--- src/rtl/ps2sc_pkg.sv ---
// Types, byte codes and the key-to-button table for the PS/2 scan-code decoder.
// No dependencies; every other file refers to this package by scoped names.

package ps2sc_pkg;

    // Width of one scan-code word and of the button mask.
    localparam int unsigned ByteW = 8;
    localparam int unsigned BtnW  = 12;
    localparam int unsigned SkipW = 3;

    // Prefix and special codes of scan-code set 2.
    localparam logic [ByteW-1:0] CodeBreak   = 8'hF0;
    localparam logic [ByteW-1:0] CodeExt     = 8'hE0;
    localparam logic [ByteW-1:0] CodePause   = 8'hE1;
    localparam logic [ByteW-1:0] CodePrtBrk  = 8'h7C;
    localparam logic [ByteW-1:0] CodePrtMake = 8'h12;

    // Number of raw words dropped after each multi-word sequence.
    localparam logic [SkipW-1:0] SkipPrtMake  = 3'd2;
    localparam logic [SkipW-1:0] SkipPrtBreak = 3'd3;
    localparam logic [SkipW-1:0] SkipPause    = 3'd7;

    // Button bits of the pad mask.
    localparam logic [BtnW-1:0] BtnB      = 12'h001;
    localparam logic [BtnW-1:0] BtnY      = 12'h002;
    localparam logic [BtnW-1:0] BtnSelect = 12'h004;
    localparam logic [BtnW-1:0] BtnStart  = 12'h008;
    localparam logic [BtnW-1:0] BtnUp     = 12'h010;
    localparam logic [BtnW-1:0] BtnDown   = 12'h020;
    localparam logic [BtnW-1:0] BtnLeft   = 12'h040;
    localparam logic [BtnW-1:0] BtnRight  = 12'h080;
    localparam logic [BtnW-1:0] BtnA      = 12'h100;
    localparam logic [BtnW-1:0] BtnX      = 12'h200;
    localparam logic [BtnW-1:0] BtnL      = 12'h400;
    localparam logic [BtnW-1:0] BtnR      = 12'h800;

    // Prefix tracking phase; the fourth encoding is unused and decodes as fresh.
    typedef enum logic [1:0] {
        PH_FRESH = 2'd0,
        PH_EXT   = 2'd1,
        PH_BREAK = 2'd2
    } t_phase;

    // Complete decoder state carried from one word to the next.
    typedef struct packed {
        t_phase           phase;
        logic             ext_seen;
        logic [SkipW-1:0] skip;
        logic [BtnW-1:0]  mask;
    } t_dec_state;

    // Button bit for a key code, or zero for a key that is not mapped.
    function automatic logic [BtnW-1:0] key_to_button(input logic [ByteW-1:0] code,
                                                      input logic             ext);
        logic [BtnW-1:0] btn;
        btn = '0;
        if (ext) begin
            case (code)
                8'h75:   btn = BtnUp;
                8'h6B:   btn = BtnLeft;
                8'h72:   btn = BtnDown;
                8'h74:   btn = BtnRight;
                default: btn = '0;
            endcase
        end else begin
            case (code)
                8'h1D:   btn = BtnUp;
                8'h1C:   btn = BtnLeft;
                8'h1B:   btn = BtnDown;
                8'h23:   btn = BtnRight;
                8'h43:   btn = BtnUp;
                8'h3B:   btn = BtnLeft;
                8'h42:   btn = BtnDown;
                8'h4B:   btn = BtnRight;
                8'h69:   btn = BtnY;
                8'h72:   btn = BtnB;
                8'h6B:   btn = BtnX;
                8'h73:   btn = BtnA;
                8'h7A:   btn = BtnL;
                8'h74:   btn = BtnR;
                8'h12:   btn = BtnSelect;
                8'h14:   btn = BtnStart;
                default: btn = '0;
            endcase
        end
        return btn;
    endfunction

endpackage

--- src/rtl/ps2sc_scan_if.sv ---
// Handshake channel that carries one raw scan-code word.
// Depends on ps2sc_pkg for the word width.

interface ps2sc_scan_if;
    logic                          valid;
    logic                          ready;
    logic [ps2sc_pkg::ByteW-1:0]   scan_byte;

    modport source (output valid, output scan_byte, input ready);
    modport sink   (input valid, input scan_byte, output ready);
endinterface

--- src/rtl/ps2sc_pad_if.sv ---
// Handshake channel that carries one gamepad button mask.
// Depends on ps2sc_pkg for the mask width.

interface ps2sc_pad_if;
    logic                         valid;
    logic                         ready;
    logic [ps2sc_pkg::BtnW-1:0]   buttons;

    modport source (output valid, output buttons, input ready);
    modport sink   (input valid, input buttons, output ready);
endinterface

--- src/rtl/ps2sc_decode.sv ---
// Next-state logic of the scan-code decoder: one word in, updated state out.
// Depends on ps2sc_pkg for the state struct, codes and key table.

module ps2sc_decode (
    input  logic [ps2sc_pkg::ByteW-1:0] i_byte,
    input  ps2sc_pkg::t_dec_state       i_state,
    output ps2sc_pkg::t_dec_state       o_state
);

    logic                         eff_ext;
    logic [ps2sc_pkg::BtnW-1:0]   btn;

    // The extended flag that applies to the code in this word.
    always_comb begin
        case (i_state.phase)
            ps2sc_pkg::PH_EXT:   eff_ext = 1'b1;
            ps2sc_pkg::PH_BREAK: eff_ext = i_state.ext_seen;
            default:             eff_ext = 1'b0;
        endcase
    end

    assign btn = ps2sc_pkg::key_to_button(i_byte, eff_ext);

    // Next state: drop words while skipping, else follow the prefix phase.
    always_comb begin
        o_state = i_state;
        if (i_state.skip != '0) begin
            o_state.skip = i_state.skip - 1'b1;
        end else begin
            case (i_state.phase)
                ps2sc_pkg::PH_EXT: begin
                    o_state.ext_seen = 1'b1;
                    if (i_byte == ps2sc_pkg::CodeBreak) begin
                        o_state.phase = ps2sc_pkg::PH_BREAK;
                    end else begin
                        o_state.phase = ps2sc_pkg::PH_FRESH;
                        if (i_byte == ps2sc_pkg::CodePrtMake) begin
                            o_state.skip = ps2sc_pkg::SkipPrtMake;
                        end else begin
                            o_state.mask = i_state.mask | btn;
                        end
                    end
                end
                ps2sc_pkg::PH_BREAK: begin
                    o_state.phase = ps2sc_pkg::PH_FRESH;
                    if (i_state.ext_seen && i_byte == ps2sc_pkg::CodePrtBrk) begin
                        o_state.skip = ps2sc_pkg::SkipPrtBreak;
                    end else begin
                        o_state.mask = i_state.mask & ~btn;
                    end
                end
                default: begin
                    // Fresh phase, and the unused encoding that behaves like it.
                    o_state.phase    = ps2sc_pkg::PH_FRESH;
                    o_state.ext_seen = 1'b0;
                    if (i_byte == ps2sc_pkg::CodeBreak) begin
                        o_state.phase = ps2sc_pkg::PH_BREAK;
                    end else if (i_byte == ps2sc_pkg::CodeExt) begin
                        o_state.phase = ps2sc_pkg::PH_EXT;
                    end else if (i_byte == ps2sc_pkg::CodePause) begin
                        o_state.skip = ps2sc_pkg::SkipPause;
                    end else begin
                        o_state.mask = i_state.mask | btn;
                    end
                end
            endcase
        end
    end

endmodule

--- src/rtl/ps2_scancode_to_pad_buttons.sv ---
// PS/2 set-2 scan-code decoder that keeps a twelve-bit gamepad button mask.
// Each word passes the input register, then its updated mask is held in the output register.
// Throughput: one word per cycle unless o_pad stalls; input register, decoder state and
// output register advance together whenever the output register is free or taken.
// Reset (synchronous, active low) releases all buttons and clears prefix tracking.
// Depends on ps2sc_pkg, ps2sc_scan_if, ps2sc_pad_if and ps2sc_decode.

module ps2_scancode_to_pad_buttons (
    input  logic          i_clk,
    input  logic          i_rst_n,
    ps2sc_scan_if.sink    i_scan,
    ps2sc_pad_if.source   o_pad
);

    logic                          r_in_valid;
    logic [ps2sc_pkg::ByteW-1:0]   r_in_byte;
    ps2sc_pkg::t_dec_state         r_state;
    ps2sc_pkg::t_dec_state         n_state;
    logic                          r_out_valid;
    logic [ps2sc_pkg::BtnW-1:0]    r_out_buttons;
    logic                          advance;

    // The pipeline moves whenever the output register can take a new word.
    assign advance      = !r_out_valid || o_pad.ready;
    assign i_scan.ready = !r_in_valid || advance;

    // Input register.
    always_ff @(posedge i_clk) begin
        if (!i_rst_n) begin
            r_in_valid <= 1'b0;
        end else if (i_scan.ready) begin
            r_in_valid <= i_scan.valid;
        end
        if (i_scan.valid && i_scan.ready) begin
            r_in_byte <= i_scan.scan_byte;
        end
    end

    ps2sc_decode u_decode (
        .i_byte  (r_in_byte),
        .i_state (r_state),
        .o_state (n_state)
    );

    // Decoder state and result register update together for each word.
    always_ff @(posedge i_clk) begin
        if (!i_rst_n) begin
            r_state.phase    <= ps2sc_pkg::PH_FRESH;
            r_state.ext_seen <= 1'b0;
            r_state.skip     <= '0;
            r_state.mask     <= '0;
            r_out_valid      <= 1'b0;
        end else if (advance) begin
            r_out_valid <= r_in_valid;
            if (r_in_valid) begin
                r_state <= n_state;
            end
        end
        if (advance && r_in_valid) begin
            r_out_buttons <= n_state.mask;
        end
    end

    assign o_pad.valid   = r_out_valid;
    assign o_pad.buttons = r_out_buttons;

endmodule
--- src/flat_wrapper.sv ---
// flat-port wrapper written by rule: the top's interface ports become plain ports
module ps2_scancode_to_pad_buttons_flat 
  (i_clk, i_rst_n, i_scan_valid, i_scan_scan_byte, i_scan_ready, o_pad_valid, o_pad_buttons, o_pad_ready);
  ps2sc_scan_if i_scan_i ();
  ps2sc_pad_if o_pad_i ();
  input  logic i_clk;
  input  logic i_rst_n;
  input wire logic [$bits(i_scan_i.valid)-1:0] i_scan_valid;
  input wire logic [$bits(i_scan_i.scan_byte)-1:0] i_scan_scan_byte;
  output wire logic [$bits(i_scan_i.ready)-1:0] i_scan_ready;
  output wire logic [$bits(o_pad_i.valid)-1:0] o_pad_valid;
  output wire logic [$bits(o_pad_i.buttons)-1:0] o_pad_buttons;
  input wire logic [$bits(o_pad_i.ready)-1:0] o_pad_ready;
  assign i_scan_i.valid = i_scan_valid;
  assign i_scan_i.scan_byte = i_scan_scan_byte;
  assign i_scan_ready = i_scan_i.ready;
  assign o_pad_valid = o_pad_i.valid;
  assign o_pad_buttons = o_pad_i.buttons;
  assign o_pad_i.ready = o_pad_ready;
  ps2_scancode_to_pad_buttons u_core (.i_clk(i_clk), .i_rst_n(i_rst_n), .i_scan(i_scan_i), .o_pad(o_pad_i));
endmodule
--- config.mk ---
export PLATFORM = sky130hd
export DESIGN_NAME = ps2_scancode_to_pad_buttons_flat
export DESIGN_NICKNAME = d
export VERILOG_FILES = /design/src/rtl/ps2sc_pkg.sv /design/src/rtl/ps2sc_scan_if.sv /design/src/rtl/ps2sc_pad_if.sv /design/src/rtl/ps2sc_decode.sv /design/src/rtl/ps2_scancode_to_pad_buttons.sv /design/src/flat_wrapper.sv
export SDC_FILE = /design/constraint.sdc
export NUM_CORES = 1
export LEC_CHECK = 0
export BUFFER_PORTS_ARGS = -buffer_cell sky130_fd_sc_hd__buf_2
export CORE_UTILIZATION = 63
export DETAILED_ROUTE_END_ITERATION = 16
export GPL_TIMING_DRIVEN = 0
export PLACE_DENSITY = 0.85
export SYNTH_ARGS = -nofsm -noshare
export SYNTH_HDL_FRONTEND = slang
export SYNTH_HIERARCHICAL = 1
export SYNTH_SLANG_ARGS = --single-unit
--- constraint.sdc ---
create_clock -name i_clk -period 4.05 [get_ports i_clk]
set_clock_uncertainty 0.15 [all_clocks]
set_input_delay 0.2025 -clock i_clk [delete_from_list [all_inputs] [get_ports i_clk]]
set_output_delay 0.2025 -clock i_clk [all_outputs]
set_load 0.03 [all_outputs]
==> implementation parameters, run 1 <==
Parameter                              Value

Setup path
  Worst reg2reg path endpoint    u_core/r_state[8]
  Depth of the worst register-to-register path    9
  Required time of the critical path    4.12 ns
  Data arrival time at the worst-slack endpoint    roughly 2.7 ns
  CP max FO    10
  Worst setup path category    flop to flop
  R2r startpoint    u_core/r_state[16]
  Worst Setup Start Kind    flop
  Endpoint kind of the worst setup timing path    flop
  Reg-to-reg setup timing slack    1.42 ns

Clock tree
  Maximum buffer depth of the clock tree    2
  Clk slew on worst S/H paths    ~0.08 ns
  CTS tree    built
  Number of instances resized during post-cts repair    0
  Clock latency of the later-clocked register in the worst-skew pair    between 0.2 and 0.3 ns
  Buffer type at the clock tree root    sky130_fd_sc_hd__clkbuf_8
  CTS HTree Levels    2
  CTS sink count    40
  Num CTS Buffers    5

Final layout
  Synthesis-to-finish area growth    15.19%
  Commonest cells after routing, fill and taps aside    sky130_fd_sc_hd__nand2_1 (49), sky130_fd_sc_hd__buf_2 (32), sky130_fd_sc_hd__mux2i_1 (23), sky130_fd_sc_hd__edfxtp_1 (20), sky130_fd_sc_hd__dfxtp_1 (20)
  Total number of nets in the final design    just over 300
  Commonest non-fill, non-tap cell in the layout    sky130_fd_sc_hd__nand2_1
  Final instance count without filler cells    335
  ANT cells    0
  Layout cells sized above 1    between 20% and 30%

STA
  Total negative slack    0 ns
  RSZ-0062 raised after global routing    false
  Final setup margin    about 1.4 ns
  Maximum operating frequency    approximately 380 MHz
  Share of the clock period used by the worst path    ~65%
  Minimum clock period    2.634 ns
  Hold Vio Cnt, Final    0
  Worst-margin pin slew    0.5726 ns
  Final-report setup violation count    0
  Slew Limit Fails    0
  Worst slew margin relative to its limit    61.53%

Synth
  FF+latch count, synth    40
  Post-Synthesis Net Count    263
  Number of distinct library cells after synthesis    61
  Warnings, synthesis    6
  Most area-hungry cell type in the Yosys netlist    sky130_fd_sc_hd__edfxtp_1
  Fraction of synthesized cell area taken by the top area cell type    24.79%
  Post-synthesis area per instance    ~9.8 µm²
  Synth top area cells    sky130_fd_sc_hd__edfxtp_1 (25%), sky130_fd_sc_hd__dfxtp_1 (17%), sky130_fd_sc_hd__mux2i_1 (9.5%), sky130_fd_sc_hd__nand2_1 (7.6%), sky130_fd_sc_hd__a21oi_1 (2.7%)
  Post-synthesis instance area    approximately 2400 µm²
  Share of synthesized area occupied by flip-flops and latches    between 40% and 50%
  Cells after Synth    247

Power and ir drop
  Leakage power of the design    around 1.0 nW
  Max IR drop VDD    ~250 µV
  Power per unit of standard cell area    between 300 and 400 nW/µm²

Worst hold path
  Class of the most critical hold timing path    input port to flop
  Instance count along the most critical hold path    3
  WHS Endpoint    u_core/r_in_valid
  Hold path startpoint    i_scan_valid

Floorplanning
  Area inside the core boundary    3661 µm²
  Io pins    26
  Die area    4097 µm²
  Number of rows in the core area    22
  Height of the die    64.01 µm
  Effective utilization at floorplan    approximately two thirds
  Die W    64.01 µm

Placed design
  Port buffer count    24
  Total instance count after detailed placement    ~320
  Detailed Place HPWL    roughly 3.8 mm
  Minimum setup slack after placement    around 1.5 ns
  Last weighted congestion value of the routability-driven placer    roughly 0.97

GRT
  Wire length of the first global-routing pass    8.997 mm
  Antenna violations before repair    0
  Maximum number of pins on one net before global-route repair    22
  Total routing usage reported by global routing    between 20 and 30%
  Number of global-route vias before repair    between 1.5k and 2k
  Total congestion overflow after global routing    0

Flow run
  MaxCap Viol Count    0

Outcome
  Result of the run    finished, final reports clean

Detailed routing
  Total vias in the final route    just over 2k
  1st-iter DRT viols    174
  Post-route antenna net violation count    0
  Number of iterations in the first detailed-routing pass    6
  Detailed Route WL    between 5 and 6 mm
  Number of remaining DRC errors    0
  Drt via density    6.182
  Routed length per instance    approximately 16 µm
==> worst max-delay path: stages, from the launching register on <==
cell                      delay [ns]
sky130_fd_sc_hd__dfxtp_1        0.39
sky130_fd_sc_hd__inv_1          0.08
sky130_fd_sc_hd__ha_1           0.34
sky130_fd_sc_hd__buf_1          0.40
sky130_fd_sc_hd__nand2_1        0.30
sky130_fd_sc_hd__nor2_1         0.33
sky130_fd_sc_hd__nand2_1        0.09
sky130_fd_sc_hd__a31oi_1        0.25
sky130_fd_sc_hd__nand2_1        0.08
sky130_fd_sc_hd__mux2i_1        0.15
==> cell usage after synthesis, drive strengths merged <==
master,instances
edfxtp,20
o221ai,2
o41ai,1
o2bb2ai,2
and4bb,2
nand2b,4
a31oi,4
or4b,3
nor3b,1
o21ba,1
nand3b,2
ha,4
a32oi,1
o31ai,3
dfxtp,20
and3b,1
o21a,1
a32o,1
buf,14
o211ai,2
inv,8
nand4b,5
xnor2,1
nor2b,6
and4b,1
or2,2
nand2,49
nand3,3
nor3,3
nor2,9
mux2i,23
a21o,4
a21boi,2
or4,3
clkbuf,3
o22ai,2
and2,1
o22a,1
or3,3
nor4b,4
a21oi,14
or2b,1
o21ai,9
a31o,1
==> stage by stage <==
stage / power, W / hold slack [ns] / utilization [%] / area (µm²)
2_1_floorplan: 0.0005156 / 0.1514 / - / 2422
3_3_place_gp: 0.0005363 / 0.2285 / 71.09 / 2603
3_5_place_dp: 0.0005389 / 0.2306 / 71.09 / 2603
4_1_cts: 0.0008571 / 0.03104 / 76.21 / 2790
5_1_grt: 0.0008818 / 0.03565 / 76.21 / 2790
6_report: 0.0008543 / 0.03500 / 76.21 / 2790
==> per-layer routing <==
layer,wire [µm],share of wire (%),vias up,global-route usage [%]
met5,0,0,-,0
met4,129,2.4,0,13.07
met3,430,8.0,20,6.250
met2,2691,50,100,47.87
met1,2120,39,969,35.92
li1,-,-,982,-
==> registers in the layout, summed over array words and instances, names as in the netlist <==
signal / flops
u_core/o_pad.buttons: 12
u_core/o_pad.valid: 1
u_core/r_in_byte: 8
u_core/r_in_valid: 1
u_core/r_state: 18
==> how the worst max path moves through the flow <==
stage                       startpoint                end  cells past startpoint
floorplan           u_core/r_state[16]  u_core/r_state[5]                     10
global placement    u_core/r_state[16]  u_core/r_state[0]                      9
detailed placement  u_core/r_state[16]  u_core/r_state[8]                      9
CTS                 u_core/r_state[16]  u_core/r_state[8]                      9
global route        u_core/r_state[16]  u_core/r_state[8]                      9
finish              u_core/r_state[16]  u_core/r_state[8]                      9
==> power breakdown <==
part	internal (W)	switching, W	total, W
logic	0.0000384	0.0000569	0.0000953
clock network	0.000183	0.000135	0.000317
registers	0.000436	0.00000606	0.000442
total	0.000657	0.000198	0.000854
==> area by class of cell <==
type,instances,area [µm²]
Sequential cell,40,1001
Tap cell,48,60.06
Buffer,17,116.4
Timing Repair Buffer,32,200.2
Inverter,8,30.03
Clock inverter,2,35.03
Clock buffer,6,72.57
Multi-Input combinational cell,182,1275
Fill cell,248,870.8
==> what timing repair did <==
action                                 in CTS  in global routing
endpoints found under the hold margin       8                  0
setup buffers                               0                  0
hold buffers                                8                  0
==> cells by family after synthesis <==
logic type	Yosys count	synth area share (%)
AO/OA/AOI/OAI	51	14.82
flip-flops	40	41.32
adder cells (fa/ha/maj)	4	2.066
multiplexers	23	9.504
AND/OR/NAND/NOR	103	25.88
XOR/XNOR	1	0.3616
buffers and inverters	25	6.043
(Power assumes the default switching activity.)
==> inputs of run 2 (changes only) <==
--- a/config.mk
+++ b/config.mk
@@ -6,10 +6,10 @@
 export NUM_CORES = 1
 export LEC_CHECK = 0
 export BUFFER_PORTS_ARGS = -buffer_cell sky130_fd_sc_hd__buf_2
-export CORE_UTILIZATION = 63
+export CORE_UTILIZATION = 58
 export DETAILED_ROUTE_END_ITERATION = 16
 export GPL_TIMING_DRIVEN = 0
-export PLACE_DENSITY = 0.85
+export PLACE_DENSITY = 0.79
 export SYNTH_ARGS = -nofsm -noshare
 export SYNTH_HDL_FRONTEND = slang
 export SYNTH_HIERARCHICAL = 1
==> constraint.sdc (replaced) <==
create_clock -name i_clk -period 2.6 [get_ports i_clk]
set_clock_uncertainty 0.15 [all_clocks]
set_input_delay 0.13 -clock i_clk [delete_from_list [all_inputs] [get_ports i_clk]]
set_output_delay 0.13 -clock i_clk [all_outputs]
set_load 0.03 [all_outputs]
==> implementation parameters, run 2 (synthesis results as in run 1) <==
Parameter                              Value

Outcome
  Result of the run    finished, final reports clean (unchanged)

Detailed routing
  Number of iterations in the first detailed-routing pass    4 (was 6)
  Wire length on met2    2.700 mm (was 2.691 mm)
  Routed length on met1    2.427 mm (was 2.120 mm)
  Number of remaining DRC errors    0 (unchanged)
  Length of routed met3 wiring    203 µm (was 430 µm)
  Total vias in the final route    1969 (was 2071)
  DR top layer    met4 (unchanged)
  1st-iter DRT viols    116 (was 174)
  Drt via density    5.825 (was 6.182)
  Routed length per instance    16.03 µm (about the same)
  Post-route antenna net violation count    0 (unchanged)
  Detailed Route WL    5.417 mm (was 5.371 mm)

Power and ir drop
  Switching share of total power    24.25% (was 23.13%)
  Leakage power of the design    1.051 nW (was 1.045 nW)
  Part of the power in registers    54.7% (was 51.7%)
  Part of the total power dissipated in combinational logic    11.9% (was 11.2%)
  Reported net switching power    0.0003049 W (was 0.0001976 W)
  Internal power consumption    0.0009521 W (was 0.0006567 W)
  Power per unit of standard cell area    447.3 nW/µm² (was 306.2 nW/µm²)
  Clock share of power    33.4% (was 37.2%)
  Max IR drop VDD    351.0 µV (was 252.7 µV)

Worst hold path
  Instance count along the most critical hold path    3 (unchanged)
  Hold path startpoint    o_pad_ready (was i_scan_valid)
  WHS Endpoint    u_core/o_pad.valid (was u_core/r_in_valid)
  Class of the most critical hold timing path    input port to flop (unchanged)

Flow run
  MaxCap Viol Count    0 (unchanged)

STA
  Worst-margin pin slew    0.5706 ns (was 0.5726 ns)
  Worst slew margin relative to its limit    61.62% (was 61.53%)
  Hold Vio Cnt, Final    0 (unchanged)
  Total negative slack    0 ns (unchanged)
  Slew Limit Fails    0 (unchanged)
  Final setup margin    0.1292 ns (was 1.416 ns)
  Final-report setup violation count    0 (unchanged)
  Maximum operating frequency    404.7 MHz (was 379.7 MHz)
  Share of the clock period used by the worst path    95.03% (was 65.03%)
  Minimum clock period    2.471 ns (was 2.634 ns)

Floorplanning
  Height of the die    66.63 µm (was 64.01 µm)
  Effective utilization at floorplan    60.56% (was 66.17%)
  Io pins    26 (unchanged)
  Area inside the core boundary    4000 µm² (was 3661 µm²)
  Number of rows in the core area    23 (was 22)
  Die W    66.63 µm (was 64.01 µm)
  Die area    4439 µm² (was 4097 µm²)

Placed design
  Instance area at placement    2605 µm² (was 2603 µm²)
  Last weighted congestion value of the routability-driven placer    0.9294 (was 0.9702)
  Port buffer count    24 (unchanged)
  Minimum setup slack after placement    0.1053 ns (was 1.506 ns)
  Detailed Place HPWL    3.718 mm (was 3.752 mm)
  Total instance count after detailed placement    321 (was 319)

Final layout
  Synthesis-to-finish area growth    16.01% (was 15.19%)
  Commonest non-fill, non-tap cell in the layout    sky130_fd_sc_hd__nand2_1 (unchanged)
  Layout cells sized above 1    21.88% (was 20.56%)
  Final cell area excluding filler cells    2810 µm² (was 2790 µm²)
  Fill cells    322 (was 248)
  ANT cells    0 (unchanged)
  Util after Layout    70.25% (was 76.21%)
  Reg with most FFs    u_core/r_state (unchanged)
  Total number of nets in the final design    303 (was 302)
  Final instance count without filler cells    338 (was 335)
  Largest register FFs    18 (unchanged)
  Commonest cells after routing, fill and taps aside    sky130_fd_sc_hd__nand2_1 (49), sky130_fd_sc_hd__buf_2 (32), sky130_fd_sc_hd__mux2i_1 (23), sky130_fd_sc_hd__edfxtp_1 (20), sky130_fd_sc_hd__dfxtp_1 (20) (unchanged)

GRT
  Number of global-route vias before repair    1849 (was 1879)
  Antenna violations before repair    0 (unchanged)
  Maximum number of pins on one net before global-route repair    22 (unchanged)
  Wire length of the first global-routing pass    8.687 mm (was 8.997 mm)
  Total routing usage reported by global routing    26.70% (was 28.93%)
  Total congestion overflow after global routing    0 (unchanged)

Clock tree
  Num CTS Buffers    5 (unchanged)
  Clk slew on worst S/H paths    0.08 ns (about the same)
  CTS sink count    40 (unchanged)
  CTS tree    built (unchanged)
  # Post-CTS Setup Buffers    0 (unchanged)
  CTS HTree Levels    2 (unchanged)
  Maximum buffer depth of the clock tree    2 (unchanged)
  Clock latency of the later-clocked register in the worst-skew pair    0.29 ns (about the same)
  Buffer type at the clock tree root    sky130_fd_sc_hd__clkbuf_8 (unchanged)

Setup path
  Worst setup path category    flop to flop (unchanged)
  Required time of the critical path    2.67 ns (was 4.12 ns)
  Depth of the worst register-to-register path    10 (was 9)
  Worst reg2reg path endpoint    u_core/r_state[5] (was u_core/r_state[8])
  Worst Setup Start Kind    flop (unchanged)
  Reg-to-reg setup timing slack    0.13 ns (was 1.42 ns)
  CP max FO    9 (was 10)
  Data arrival time at the worst-slack endpoint    2.54 ns (was 2.70 ns)
  R2r startpoint    u_core/r_state[16] (unchanged)
  Endpoint kind of the worst setup timing path    flop (unchanged)
## run 2: changes by cell type in the layout (fill, tap and decap cells not counted), sizes merged
cell and delta:
bufinv -1, clkbuf +2, buf -1, dlygate4sd3 +1
## run 2: final cells by class
class | count | area (µm²) | share of cell area [%]
plain buffers | 17 | 118.9 | 4.230
clock buffers | 7 | 86.33 | 3.072
clock inverters | 1 | 3.754 | 0.1336
inverters | 8 | 30.03 | 1.069
multi-input cells | 182 | 1297 | 46.17
flip-flops and latches | 40 | 1001 | 35.62
well taps | 50 | 62.56 | 2.226
repair buffers | 33 | 210.2 | 7.480
## run 2: per-stage QoR
| step | hold WS (ns) | total power, W |
|---|---|---|
| floorplan | 0.07887 | 0.0008032 |
| global placement | 0.1559 | 0.0008357 |
| detailed placement | 0.1581 | 0.0008393 |
| CTS | 0.01689 | 0.001267 |
| global route | 0.02621 | 0.001306 |
| finish | 0.03173 | 0.001257 |
## run 2: critical path, cell delays in order, from the launching register on
cell and delay (ns):
sky130_fd_sc_hd__dfxtp_1 0.38, sky130_fd_sc_hd__inv_1 0.06, sky130_fd_sc_hd__ha_1 0.19, sky130_fd_sc_hd__buf_2 0.19
sky130_fd_sc_hd__a21oi_4 0.16, sky130_fd_sc_hd__nor2_1 0.14, sky130_fd_sc_hd__or4b_4 0.55, sky130_fd_sc_hd__nor2b_1 0.16
sky130_fd_sc_hd__o221ai_2 0.22, sky130_fd_sc_hd__nand2_1 0.07, sky130_fd_sc_hd__mux2i_1 0.13
## run 2: worst max-delay path by stage
stage / start / endpoint / slack [ns] / cells past startpoint
floorplan: u_core/r_state[16] / u_core/r_state[5] / 0.39 / 10
global placement: u_core/r_state[16] / u_core/r_state[0] / 0.17 / 9
detailed placement: u_core/r_state[16] / u_core/o_pad.buttons[0] / 0.11 / 5
CTS: u_core/r_state[16] / u_core/r_state[5] / 0.09 / 10
global route: u_core/r_state[16] / u_core/r_state[5] / -0.007 / 10
finish: u_core/r_state[16] / u_core/r_state[5] / 0.13 / 10
## run 2: what timing repair did
action,in CTS,in global routing
hold endpoints to repair,9,0
gates resized for setup,0,7
setup endpoints to repair,0,12
hold buffers,9,0
## run 2: power groups by stage
| stage | registers (W) | logic, W | clock network, W |
|---|---|---|---|
| 5_1_grt | 0.000690 | 0.000160 | 0.000455 |
| 4_1_cts | 0.000688 | 0.000148 | 0.000432 |
| 3_3_place_gp | 0.000701 | 0.000134 | 0 |
| 6_report | 0.000688 | 0.000150 | 0.000420 |
| 2_1_floorplan | 0.000718 | 0.0000856 | 0 |
| 3_5_place_dp | 0.000702 | 0.000137 | 0 |
## run 2: routing by layer
| metal | vias up | global-route usage [%] |
|---|---|---|
| li1 | 977 | - |
| met1 | 936 | 33.19 |
| met2 | 50 | 44.57 |
| met3 | 6 | 7.021 |
| met4 | 0 | 8.511 |
| met5 | - | 0 |
